**src/rtl/wam_pkg.sv**
```systemverilog
package wam_pkg;

   // Register map: register i sits at byte address 4*i
   localparam int unsigned CSR_ADDR_BITS = 4;
   localparam logic [1:0] REG_WINDOW     = 2'd0;
   localparam logic [1:0] REG_RANGE_LOW  = 2'd1;
   localparam logic [1:0] REG_RANGE_HIGH = 2'd2;

   localparam int unsigned WINDOW_BITS = 7;
   localparam int unsigned RANGE_BITS  = 16;
   localparam int unsigned FILL_BITS   = 7;

   localparam logic [WINDOW_BITS-1:0] WINDOW_RESET     = 7'd64;
   localparam logic [RANGE_BITS-1:0]  RANGE_LOW_RESET  = 16'h0000;
   localparam logic [RANGE_BITS-1:0]  RANGE_HIGH_RESET = 16'h7fff;

   // Write strobes, write data and the current window value for the datapath
   typedef struct packed {
      logic                   window_we;
      logic                   low_we;
      logic                   high_we;
      logic [RANGE_BITS-1:0]  wdata;
      logic [WINDOW_BITS-1:0] window;
   } cfg_type;

   // Controller to datapath
   typedef struct packed {
      logic accept;
      logic write;
      logic sum_step;
      logic div_init;
      logic div_step;
      logic load_out;
   } cmd_type;

   // Datapath to controller
   typedef struct packed {
      logic sum_done;
      logic div_done;
      logic out_free;
   } status_type;

endpackage

```
**src/rtl/wam_ram.sv**
```systemverilog
module wam_ram #(
   parameter int unsigned WIDTH = 16,
   parameter int unsigned DEPTH = 64
) (
   input  logic                     clock,
   input  logic                     wr_en,
   input  logic [$clog2(DEPTH)-1:0] wr_addr,
   input  logic [WIDTH-1:0]         wr_data,
   input  logic [$clog2(DEPTH)-1:0] rd_addr,
   output logic [WIDTH-1:0]         rd_data
);

   logic [WIDTH-1:0] mem_ff [DEPTH];
   logic [WIDTH-1:0] rd_data_ff;

   always_ff @(posedge clock) begin
      if (wr_en) begin
         mem_ff[wr_addr] <= wr_data;
      end
      rd_data_ff <= mem_ff[rd_addr];
   end

   assign rd_data = rd_data_ff;

endmodule

```
**src/rtl/wam_csr.sv**
```systemverilog
module wam_csr (
   input  logic                                clock,
   input  logic                                reset,
   input  logic                                csr_psel,
   input  logic                                csr_penable,
   input  logic                                csr_pwrite,
   input  logic [wam_pkg::CSR_ADDR_BITS-1:0]   csr_paddr,
   input  logic [31:0]                         csr_pwdata,
   output logic [31:0]                         csr_prdata,
   output logic                                csr_pready,
   output wam_pkg::cfg_type                    cfg
);

   logic [wam_pkg::WINDOW_BITS-1:0] window_ff, window_in;
   logic [wam_pkg::RANGE_BITS-1:0]  range_low_ff, range_low_in;
   logic [wam_pkg::RANGE_BITS-1:0]  range_high_ff, range_high_in;
   logic                            wr_en;
   logic [1:0]                      reg_idx;

   assign csr_pready = 1'b1;
   assign wr_en      = csr_psel & csr_penable & csr_pwrite;
   assign reg_idx    = csr_paddr[3:2];

   always_comb begin
      window_in     = window_ff;
      range_low_in  = range_low_ff;
      range_high_in = range_high_ff;
      cfg           = '0;
      cfg.wdata     = csr_pwdata[wam_pkg::RANGE_BITS-1:0];
      cfg.window    = window_ff;
      if (wr_en) begin
         unique case (reg_idx)
            wam_pkg::REG_WINDOW: begin
               window_in     = csr_pwdata[wam_pkg::WINDOW_BITS-1:0];
               cfg.window_we = 1'b1;
            end
            wam_pkg::REG_RANGE_LOW: begin
               range_low_in = csr_pwdata[wam_pkg::RANGE_BITS-1:0];
               cfg.low_we   = 1'b1;
            end
            wam_pkg::REG_RANGE_HIGH: begin
               range_high_in = csr_pwdata[wam_pkg::RANGE_BITS-1:0];
               cfg.high_we   = 1'b1;
            end
            default: begin
            end
         endcase
      end
   end

   always_comb begin
      unique case (reg_idx)
         wam_pkg::REG_WINDOW:     csr_prdata = 32'(window_ff);
         wam_pkg::REG_RANGE_LOW:  csr_prdata = 32'($signed(range_low_ff));
         wam_pkg::REG_RANGE_HIGH: csr_prdata = 32'($signed(range_high_ff));
         default:                 csr_prdata = '0;
      endcase
   end

   always_ff @(posedge clock) begin
      if (reset) begin
         window_ff     <= wam_pkg::WINDOW_RESET;
         range_low_ff  <= wam_pkg::RANGE_LOW_RESET;
         range_high_ff <= wam_pkg::RANGE_HIGH_RESET;
      end else begin
         window_ff     <= window_in;
         range_low_ff  <= range_low_in;
         range_high_ff <= range_high_in;
      end
   end

endmodule

```
**src/rtl/wam_ctrl.sv**
```systemverilog
module wam_ctrl (
   input  logic                clock,
   input  logic                reset,
   input  logic                req_valid,
   output logic                req_ready,
   input  wam_pkg::status_type status,
   output wam_pkg::cmd_type    cmd
);

   localparam logic [2:0] ST_IDLE  = 3'd0;
   localparam logic [2:0] ST_WRITE = 3'd1;
   localparam logic [2:0] ST_SUM   = 3'd2;
   localparam logic [2:0] ST_DIV   = 3'd3;
   localparam logic [2:0] ST_FIN   = 3'd4;

   logic [2:0] state_ff, state_in;

   assign req_ready = (state_ff == ST_IDLE);

   always_comb begin
      state_in = state_ff;
      cmd      = '0;
      unique case (state_ff)
         ST_IDLE: begin
            if (req_valid) begin
               cmd.accept = 1'b1;
               state_in   = ST_WRITE;
            end
         end
         ST_WRITE: begin
            cmd.write = 1'b1;
            state_in  = ST_SUM;
         end
         ST_SUM: begin
            if (status.sum_done) begin
               cmd.div_init = 1'b1;
               state_in     = ST_DIV;
            end else begin
               cmd.sum_step = 1'b1;
            end
         end
         ST_DIV: begin
            if (status.div_done) begin
               state_in = ST_FIN;
            end else begin
               cmd.div_step = 1'b1;
            end
         end
         ST_FIN: begin
            // hold the result until the output register is free
            if (status.out_free) begin
               cmd.load_out = 1'b1;
               state_in     = ST_IDLE;
            end
         end
         default: begin
            state_in = ST_IDLE;
         end
      endcase
   end

   always_ff @(posedge clock) begin
      if (reset) begin
         state_ff <= ST_IDLE;
      end else begin
         state_ff <= state_in;
      end
   end

endmodule

```
**src/rtl/wam_dp.sv**
```systemverilog
module wam_dp #(
   parameter int unsigned MAX_WINDOW  = 64,
   parameter int unsigned SAMPLE_BITS = 16
) (
   input  logic                                  clock,
   input  logic                                  reset,
   input  wam_pkg::cfg_type                      cfg,
   input  wam_pkg::cmd_type                      cmd,
   output wam_pkg::status_type                   status,
   input  logic signed [SAMPLE_BITS-1:0]         req_sample,
   output logic                                  rsp_valid,
   input  logic                                  rsp_ready,
   output logic signed [SAMPLE_BITS-1:0]         rsp_average,
   output logic signed [SAMPLE_BITS-1:0]         rsp_lowest,
   output logic signed [SAMPLE_BITS-1:0]         rsp_highest,
   output logic [wam_pkg::FILL_BITS-1:0]         rsp_fill
);

   localparam int unsigned IDX_BITS  = $clog2(MAX_WINDOW);
   localparam int unsigned CNT_BITS  = $clog2(MAX_WINDOW + 1);
   localparam int unsigned PTR_BITS  = CNT_BITS + 1;
   localparam int unsigned EXT_BITS  =
      (SAMPLE_BITS > wam_pkg::RANGE_BITS) ? SAMPLE_BITS : wam_pkg::RANGE_BITS;
   localparam int unsigned SUM_BITS  = SAMPLE_BITS + CNT_BITS;
   localparam int unsigned DCNT_BITS = $clog2(SUM_BITS + 1);
   localparam int unsigned WIDE_BITS =
      (CNT_BITS > wam_pkg::WINDOW_BITS) ? CNT_BITS : wam_pkg::WINDOW_BITS;
   localparam int unsigned FWIDE_BITS =
      (CNT_BITS > wam_pkg::FILL_BITS) ? CNT_BITS : wam_pkg::FILL_BITS;

   // Clamp a window register value to 1..MAX_WINDOW
   function automatic logic [CNT_BITS-1:0] eff_window(
      input logic [wam_pkg::WINDOW_BITS-1:0] w
   );
      logic [WIDE_BITS-1:0] wx;
      wx = WIDE_BITS'(w);
      if (wx == '0) begin
         return CNT_BITS'(1);
      end else if (wx > WIDE_BITS'(MAX_WINDOW)) begin
         return CNT_BITS'(MAX_WINDOW);
      end else begin
         return wx[CNT_BITS-1:0];
      end
   endfunction

   // Ring slot a advanced by b, b at most MAX_WINDOW
   function automatic logic [IDX_BITS-1:0] wrap_add(
      input logic [IDX_BITS-1:0] a,
      input logic [CNT_BITS-1:0] b
   );
      logic [PTR_BITS-1:0] s;
      s = PTR_BITS'(a) + PTR_BITS'(b);
      if (s >= PTR_BITS'(MAX_WINDOW)) begin
         s = s - PTR_BITS'(MAX_WINDOW);
      end
      return s[IDX_BITS-1:0];
   endfunction

   logic [IDX_BITS-1:0]              oldest_ff, oldest_in;
   logic [CNT_BITS-1:0]              count_ff, count_in;
   logic signed [EXT_BITS-1:0]       min_ff, min_in;
   logic signed [EXT_BITS-1:0]       max_ff, max_in;
   logic signed [SAMPLE_BITS-1:0]    sample_ff, sample_in;
   logic [IDX_BITS-1:0]              rd_ptr_ff, rd_ptr_in;
   logic [CNT_BITS-1:0]              rd_left_ff, rd_left_in;
   logic                             pend_ff, pend_in;
   logic signed [SUM_BITS-1:0]       acc_ff, acc_in;
   logic [CNT_BITS-1:0]              rem_ff, rem_in;
   logic [SUM_BITS-1:0]              quo_ff, quo_in;
   logic                             neg_ff, neg_in;
   logic [DCNT_BITS-1:0]             dcnt_ff, dcnt_in;
   logic                             rsp_valid_ff, rsp_valid_in;
   logic signed [SAMPLE_BITS-1:0]    avg_ff, avg_in;
   logic signed [SAMPLE_BITS-1:0]    low_ff, low_in;
   logic signed [SAMPLE_BITS-1:0]    high_ff, high_in;
   logic [wam_pkg::FILL_BITS-1:0]    fill_ff, fill_in;

   logic                             ram_we;
   logic [IDX_BITS-1:0]              ram_waddr;
   logic [SAMPLE_BITS-1:0]           ram_rdata_raw;
   logic signed [SAMPLE_BITS-1:0]    ram_rdata;
   logic [CNT_BITS-1:0]              win_now;
   logic [CNT_BITS-1:0]              win_new;
   logic signed [EXT_BITS-1:0]       sample_ext;
   logic [PTR_BITS-1:0]              trial;
   logic [SUM_BITS-1:0]              avg_full;
   logic [FWIDE_BITS-1:0]            fill_wide;

   wam_ram #(
      .WIDTH (SAMPLE_BITS),
      .DEPTH (MAX_WINDOW)
   ) u_ring (
      .clock   (clock),
      .wr_en   (ram_we),
      .wr_addr (ram_waddr),
      .wr_data (sample_ff),
      .rd_addr (rd_ptr_ff),
      .rd_data (ram_rdata_raw)
   );

   assign ram_rdata  = $signed(ram_rdata_raw);
   assign win_now    = eff_window(cfg.window);
   assign win_new    = eff_window(cfg.wdata[wam_pkg::WINDOW_BITS-1:0]);
   assign sample_ext = EXT_BITS'(sample_ff);
   assign ram_waddr  = wrap_add(oldest_ff, count_ff);
   assign trial      = {rem_ff, quo_ff[SUM_BITS-1]};
   assign avg_full   = neg_ff ? (SUM_BITS'(0) - quo_ff) : quo_ff;
   assign fill_wide  = FWIDE_BITS'(count_ff);

   assign status.sum_done = (rd_left_ff == '0) && !pend_ff;
   assign status.div_done = (dcnt_ff == '0);
   assign status.out_free = !rsp_valid_ff || rsp_ready;

   always_comb begin
      oldest_in    = oldest_ff;
      count_in     = count_ff;
      min_in       = min_ff;
      max_in       = max_ff;
      sample_in    = sample_ff;
      rd_ptr_in    = rd_ptr_ff;
      rd_left_in   = rd_left_ff;
      pend_in      = pend_ff;
      acc_in       = acc_ff;
      rem_in       = rem_ff;
      quo_in       = quo_ff;
      neg_in       = neg_ff;
      dcnt_in      = dcnt_ff;
      rsp_valid_in = rsp_valid_ff;
      avg_in       = avg_ff;
      low_in       = low_ff;
      high_in      = high_ff;
      fill_in      = fill_ff;
      ram_we       = 1'b0;

      // Shrinking the window drops the oldest samples
      if (cfg.window_we && (count_ff > win_new)) begin
         oldest_in = wrap_add(oldest_ff, count_ff - win_new);
         count_in  = win_new;
      end
      if (cfg.low_we) begin
         max_in = EXT_BITS'($signed(cfg.wdata));
      end
      if (cfg.high_we) begin
         min_in = EXT_BITS'($signed(cfg.wdata));
      end

      if (cmd.accept) begin
         sample_in = req_sample;
         // Ring full: make room for the new sample
         if (count_ff >= win_now) begin
            oldest_in = wrap_add(oldest_ff, count_ff - (win_now - CNT_BITS'(1)));
            count_in  = win_now - CNT_BITS'(1);
         end
      end

      if (cmd.write) begin
         ram_we     = 1'b1;
         count_in   = count_ff + CNT_BITS'(1);
         rd_ptr_in  = oldest_ff;
         rd_left_in = count_ff + CNT_BITS'(1);
         pend_in    = 1'b0;
         acc_in     = '0;
         if (sample_ext > max_ff) begin
            max_in = sample_ext;
         end
         if (sample_ext < min_ff) begin
            min_in = sample_ext;
         end
      end

      if (cmd.sum_step) begin
         if (rd_left_ff != '0) begin
            rd_ptr_in  = wrap_add(rd_ptr_ff, CNT_BITS'(1));
            rd_left_in = rd_left_ff - CNT_BITS'(1);
            pend_in    = 1'b1;
         end else begin
            pend_in = 1'b0;
         end
         if (pend_ff) begin
            acc_in = acc_ff + SUM_BITS'(ram_rdata);
         end
      end

      if (cmd.div_init) begin
         neg_in  = acc_ff[SUM_BITS-1];
         quo_in  = acc_ff[SUM_BITS-1] ? (SUM_BITS'(0) - SUM_BITS'(acc_ff))
                                      : SUM_BITS'(acc_ff);
         rem_in  = '0;
         dcnt_in = DCNT_BITS'(SUM_BITS);
      end

      // Restoring division, one quotient bit per cycle
      if (cmd.div_step) begin
         if (trial >= PTR_BITS'(count_ff)) begin
            rem_in = CNT_BITS'(trial - PTR_BITS'(count_ff));
            quo_in = {quo_ff[SUM_BITS-2:0], 1'b1};
         end else begin
            rem_in = trial[CNT_BITS-1:0];
            quo_in = {quo_ff[SUM_BITS-2:0], 1'b0};
         end
         dcnt_in = dcnt_ff - DCNT_BITS'(1);
      end

      if (cmd.load_out) begin
         rsp_valid_in = 1'b1;
         avg_in       = $signed(avg_full[SAMPLE_BITS-1:0]);
         low_in       = min_ff[SAMPLE_BITS-1:0];
         high_in      = max_ff[SAMPLE_BITS-1:0];
         fill_in      = fill_wide[wam_pkg::FILL_BITS-1:0];
      end else if (rsp_ready) begin
         rsp_valid_in = 1'b0;
      end
   end

   always_ff @(posedge clock) begin
      if (reset) begin
         oldest_ff    <= '0;
         count_ff     <= '0;
         min_ff       <= EXT_BITS'($signed(wam_pkg::RANGE_HIGH_RESET));
         max_ff       <= EXT_BITS'($signed(wam_pkg::RANGE_LOW_RESET));
         rd_left_ff   <= '0;
         pend_ff      <= 1'b0;
         dcnt_ff      <= '0;
         rsp_valid_ff <= 1'b0;
      end else begin
         oldest_ff    <= oldest_in;
         count_ff     <= count_in;
         min_ff       <= min_in;
         max_ff       <= max_in;
         rd_left_ff   <= rd_left_in;
         pend_ff      <= pend_in;
         dcnt_ff      <= dcnt_in;
         rsp_valid_ff <= rsp_valid_in;
      end
   end

   always_ff @(posedge clock) begin
      sample_ff <= sample_in;
      rd_ptr_ff <= rd_ptr_in;
      acc_ff    <= acc_in;
      rem_ff    <= rem_in;
      quo_ff    <= quo_in;
      neg_ff    <= neg_in;
      avg_ff    <= avg_in;
      low_ff    <= low_in;
      high_ff   <= high_in;
      fill_ff   <= fill_in;
   end

   assign rsp_valid   = rsp_valid_ff;
   assign rsp_average = avg_ff;
   assign rsp_lowest  = low_ff;
   assign rsp_highest = high_ff;
   assign rsp_fill    = fill_ff;

endmodule

```
**src/rtl/windowed_average_min_max.sv**
```systemverilog
// Windowed average with running minimum and maximum.
// req channel: one signed Q8.8 sample per transaction (valid/ready).
// rsp channel: one transaction per sample carrying the truncated average of
// the most recent window_size samples, the running minimum and maximum since
// reset (or since the range register was last written) and the fill count.
// csr port: APB-style, pready always high; window_size at 0x0, range_low at
// 0x4 (reloads the maximum), range_high at 0x8 (reloads the minimum).
// Each sample is accepted, written to the ring, summed over the window, divided
// by the fill count and loaded into the output register; the next sample can be
// taken in the cycle after the result is loaded. One sample is processed at a
// time; the ring is read one entry per cycle through its single read port and
// the quotient is produced one bit per cycle. req_ready is high whenever no
// sample is in work, even while a finished result waits on rsp_ready.
// A stalled receiver holds the result; the next sample then waits before its
// result is loaded. Reset empties the window and loads the extremes from the
// register reset values; ring contents need no clearing.
module windowed_average_min_max #(
   parameter int unsigned MAX_WINDOW  = 64,
   parameter int unsigned SAMPLE_BITS = 16
) (
   input  logic                                clock,
   input  logic                                reset,
   input  logic                                req_valid,
   output logic                                req_ready,
   input  logic signed [SAMPLE_BITS-1:0]       req_sample,
   output logic                                rsp_valid,
   input  logic                                rsp_ready,
   output logic signed [SAMPLE_BITS-1:0]       rsp_average,
   output logic signed [SAMPLE_BITS-1:0]       rsp_lowest,
   output logic signed [SAMPLE_BITS-1:0]       rsp_highest,
   output logic [wam_pkg::FILL_BITS-1:0]       rsp_fill,
   input  logic                                csr_psel,
   input  logic                                csr_penable,
   input  logic                                csr_pwrite,
   input  logic [wam_pkg::CSR_ADDR_BITS-1:0]   csr_paddr,
   input  logic [31:0]                         csr_pwdata,
   output logic [31:0]                         csr_prdata,
   output logic                                csr_pready
);

   wam_pkg::cfg_type    cfg;
   wam_pkg::cmd_type    cmd;
   wam_pkg::status_type status;

   wam_csr u_csr (
      .clock       (clock),
      .reset       (reset),
      .csr_psel    (csr_psel),
      .csr_penable (csr_penable),
      .csr_pwrite  (csr_pwrite),
      .csr_paddr   (csr_paddr),
      .csr_pwdata  (csr_pwdata),
      .csr_prdata  (csr_prdata),
      .csr_pready  (csr_pready),
      .cfg         (cfg)
   );

   wam_ctrl u_ctrl (
      .clock     (clock),
      .reset     (reset),
      .req_valid (req_valid),
      .req_ready (req_ready),
      .status    (status),
      .cmd       (cmd)
   );

   wam_dp #(
      .MAX_WINDOW  (MAX_WINDOW),
      .SAMPLE_BITS (SAMPLE_BITS)
   ) u_dp (
      .clock       (clock),
      .reset       (reset),
      .cfg         (cfg),
      .cmd         (cmd),
      .status      (status),
      .req_sample  (req_sample),
      .rsp_valid   (rsp_valid),
      .rsp_ready   (rsp_ready),
      .rsp_average (rsp_average),
      .rsp_lowest  (rsp_lowest),
      .rsp_highest (rsp_highest),
      .rsp_fill    (rsp_fill)
   );

endmodule

```
**config.mk**
```make
export PLATFORM = sky130hd
export DESIGN_NAME = windowed_average_min_max
export DESIGN_NICKNAME = d
export VERILOG_FILES = /design/src/rtl/wam_pkg.sv /design/src/rtl/wam_ram.sv /design/src/rtl/wam_csr.sv /design/src/rtl/wam_ctrl.sv /design/src/rtl/wam_dp.sv /design/src/rtl/windowed_average_min_max.sv
export SDC_FILE = /design/constraint.sdc
export NUM_CORES = 2
export LEC_CHECK = 0
export BUFFER_PORTS_ARGS = -buffer_cell sky130_fd_sc_hd__buf_2
export CAP_MARGIN = 25
export CORE_ASPECT_RATIO = 0.9
export CORE_MARGIN = 2
export CORE_UTILIZATION = 60
export CTS_CLUSTER_SIZE = 20
export DETAILED_ROUTE_END_ITERATION = 8
export PLACE_DENSITY = 0.77
export SLEW_MARGIN = 5
export SYNTH_ARGS = -nofsm -noshare
export SYNTH_HDL_FRONTEND = slang
export SYNTH_SLANG_ARGS = --single-unit
```
**constraint.sdc**
```tcl
create_clock -name clock -period 11 [get_ports clock]
set_input_delay 1.65 -clock clock [delete_from_list [all_inputs] [get_ports clock]]
set_output_delay 1.65 -clock clock [all_outputs]
set_load 0.01 [all_outputs]
```
==> results <==
- Of the post-synthesis cell area, the part taken by muxes is 0.116.
- The largest driver fanout on the critical path is 17.
- The total number of placement rows is 103.
- Summing all placed instances gives a cell area of 55200 um2.
- The via count of the first global-routing pass was 29800.
- The final period demand of the worst path is 4990 ps.
- Input and output buffers added on the ports amount to 129.
- At the end of routability-driven placement, the weighted congestion stood at 0.830.
- Counting distinct cell types in the post-synthesis netlist gives 70.
- For the final routed database, the setup TNS stands at 0 ps.
- The area of the die is 90900 um2.
- The post-CTS setup-driven buffer insertion count is 0.
- The largest net degree at the start of global routing is 123.
- For this run, asynchronously set or reset flops after synthesis account for 0.
- The number of resized instances in the post-cts repair step is 0.
- Dividing the detail-routed wire length by the instance count gives 25.1 um.
- The XOR/XNOR share of the synthesized area is 0.0148.
- The most instantiated flip-flop cell in the synthesis netlist is edfxtp_1.
- The total power after layout is 13.1 mW.
- The number of H-tree levels is 3.
- The run finished with clean final reports.
- The maximum clock skew at final layout is 27.9 ps.
- The cell count after placement is 4649.
- The pre-CTS worst setup slack is 5960 ps.
- The TritonCTS clock tree is done.
- The area of the mapped netlist is 53100 um2.
- The number of buffers added by the clock tree synthesis step is 118.
- The power per standard cell area is 222 nW/um2.
- The via count is 30700.
- The number of hold-slack violations in the final timing report is 0.
- For this design the top-level I/O count stands at 149.
- The layout overhead on the synthesized area is 11.3%.
- After detailed routing, the number of remaining DRC violations is 0.
- The number of diodes is 0.
- The core region is 87600 um2.
- The number of cells on the worst reg-to-reg path is 8.
- The cell sitting at the root of the clock tree is a clkbuf_16.
- Wires add up to 122 mm.
- Counting along the longest clock path gives a buffer depth of 3.
- The type of the worst min-delay path is flop to flop.
- Data on the critical path arrives at its endpoint at 3340 ps.
- The total overflow left after global routing is 0.
- Hold is met by 431 ps.
- Of the total synthesized cell area, the portion taken by full adders, half adders and majority gates is 0.0267.
- The finished cells cover 59100 um2.
- The number of nets handed over by synthesis was 3625.
- The initial utilization of the core area, before any placement, comes to 0.606.
- The share of the clock period used by the worst path is 0.454.
- Summed over all nets, the half-perimeter wirelength after detailed placement is 73.0 mm.
- The final count of pins violating max slew is 0.
- The utilization after layout is 0.674.
- Clock tree synthesis found a total of 1272 sinks.
- The post-route worst setup slack is 6010 ps.
- The setup check on the worst reg-to-reg path leaves a slack of 6780 ps.
- The count of nets left with antenna violations once routing finished came out at 0.
- By area, the combinational part of the netlist is dominated by multiplexers.
- The count of flip-flops with a built-in enable after synthesis is 1126.
- The number of hold buffers added after CTS is 0.
- By startpoint and endpoint, the worst setup path is classified as primary input to output pin.
- The die outline width is 318 um.
- Setup repair after global routing left no endpoint under its margin.
- After technology mapping, the gate count stands at 3457.
- Yosys printed 0 warnings.
- The area share of and/or/nand/nor cells after synthesis is 0.0464.
- Using the TritonRoute via totals, the vias-per-cell ratio works out to 6.31.
- The share of the synthesized area in compound gates (AO/OA/AOI/OAI) is 0.0824.
- Clock latency on the worst-skew pair, taken at its later pin, is 700 ps.
- The fraction of layout instances using a drive strength above 1 is 0.169.
- The global-route wire length before repair is 182 mm.
- The analysis attributes to cell leakage a power of 19.9 nW.
- The tool flagged a number of max-cap violations equal to 0.
- For the pin with the worst max-slew slack, the measured transition is 1080 ps.
- The count of endpoints failing setup in the final report is 0.
- For this run, the register share of the synthesized area comes to 0.692.
- The initial antenna violation count is 1.
- Headroom to the max-slew limit came out at 0.274.
- The type of destination of the critical path is an output pin.
- The number of non-filler instances in the completed layout is 4866.
- The synthesized area divided by synthesized cell count is 15.4 um2.
- For this run, the post-layout net count is 3788.
- Clock-pin slew was measured on the worst setup and hold paths at 60 ps.
- The largest vdd supply drop is 0.182 mV.
- The vertical die dimension is 286 um.
- Synthesis inferred 1272 register bits.
- At the worst endpoint, the required time is 9350 ps.
- STA classifies the critical path startpoint as a primary input.
- The worst hold path was traced through 0 stages.
- The iteration count of the initial detailed-routing pass is 8.
- The total routing resource utilization after global routing is 0.266.
- Timing would allow up to 200 MHz.
- The DRC violation total after the first TritonRoute iteration is 3275.
## kinds of logic (layout without fill, tap and decap cells)
logic type / Yosys count / in the layout
AO/OA/AOI/OAI: 716 / 716
XOR/XNOR: 88 / 88
adder cells (fa/ha/maj): 109 / 109
buffers and inverters: 268 / 522
flip-flops: 1272 / 1272
multiplexers: 446 / 446
other: 1 / 1
AND/OR/NAND/NOR: 557 / 557
## worst max-delay path, cell delays in order
cell and delay [ps]:
buf_2 270, nor2b_1 660, a22o_1 520, buf_2 220
## per-layer routing
metal	wire, um	global-route usage	vias to the layer above
li1	-	-	13800
met1	49400	0.371	15200
met2	56700	0.414	1450
met3	12000	0.0663	218
met4	4150	0.0943	0
met5	0	0	-
## Yosys cell counts (5+ instances only)
master | n | area, um2
a211oi_1 | 33 | 248
a21o_1 | 30 | 225
a21oi_1 | 253 | 1270
a22o_1 | 9 | 78.8
a31oi_1 | 6 | 37.5
and3_1 | 7 | 43.8
buf_1 | 9 | 33.8
buf_2 | 39 | 195
buf_4 | 23 | 173
clkbuf_1 | 118 | 443
dfxtp_1 | 146 | 2920
edfxtp_1 | 1126 | 33800
fa_1 | 7 | 140
ha_1 | 102 | 1280
inv_1 | 79 | 297
mux2_2 | 68 | 766
mux2i_1 | 249 | 2490
mux4_2 | 128 | 2880
nand2_1 | 188 | 706
nand2b_1 | 12 | 75.1
nand3_1 | 45 | 225
nand3b_1 | 6 | 45.0
nand4_1 | 11 | 68.8
nor2_1 | 189 | 709
nor2b_1 | 10 | 62.6
nor3_1 | 51 | 255
nor3b_1 | 5 | 37.5
nor4_1 | 5 | 31.3
o21a_1 | 8 | 60.1
o21ai_0 | 181 | 906
o21bai_1 | 6 | 45.0
o221ai_1 | 69 | 604
o22ai_1 | 67 | 419
o31ai_1 | 17 | 128
or3_1 | 9 | 56.3
or4_1 | 6 | 45.0
xnor2_1 | 43 | 377
xor2_1 | 44 | 385
## area by class of cell
type	instances	area, um2
inverter	79	298
clock inverter	62	687
multi-input combinational	1917	15300
timing repair buffer	232	1480
tap	1155	1450
fill	5788	28600
clock buffer	149	3160
sequential	1272	36700
## layout by cell type, fill, tap and decap left out, types with 44 or more instances in the layout
cell,instances
edfxtp_1,1126
clkbuf_16,119
dfxtp_1,142
ha_1,102
o221ai_1,69
xor2_1,44
inv_1,78
nand3_1,45
a21oi_1,253
o21ai_0,181
buf_4,96
nand2_1,187
nor2_1,175
o22ai_1,67
mux2_2,68
mux4_2,128
mux2i_1,249
buf_2,129
nor3_1,51
## final timing paths
check                                  startpoint                      end
worst min-delay path              u_dp.max_ff[10]     u_dp.rsp_highest[10]
worst min register to register    u_dp.max_ff[10]     u_dp.rsp_highest[10]
worst max register to register  u_dp.rd_ptr_ff[0]  u_dp.u_ring.rd_data[15]
worst max-delay path                 csr_paddr[2]           csr_prdata[24]
## report_power, final
group          total [mW]  switching (mW)  internal [mW]  leakage, nW
logic                3.39            2.19           1.19         6.68
clock network        4.08            1.73           2.35         1.88
registers            5.65           0.192           5.46         11.3
## registers in the layout, indices dropped and copies added, names as in the netlist, 16 cells and up
register             flops
u_csr.range_high_ff     16
u_csr.range_low_ff      16
u_dp.acc_ff             23
u_dp.max_ff             16
u_dp.min_ff             16
u_dp.quo_ff             23
u_dp.rsp_average        16
u_dp.rsp_highest        16
u_dp.rsp_lowest         16
u_dp.sample_ext         16
u_dp.u_ring.mem_ff    1024
u_dp.u_ring.rd_data     16
(Power assumes the default switching activity.)
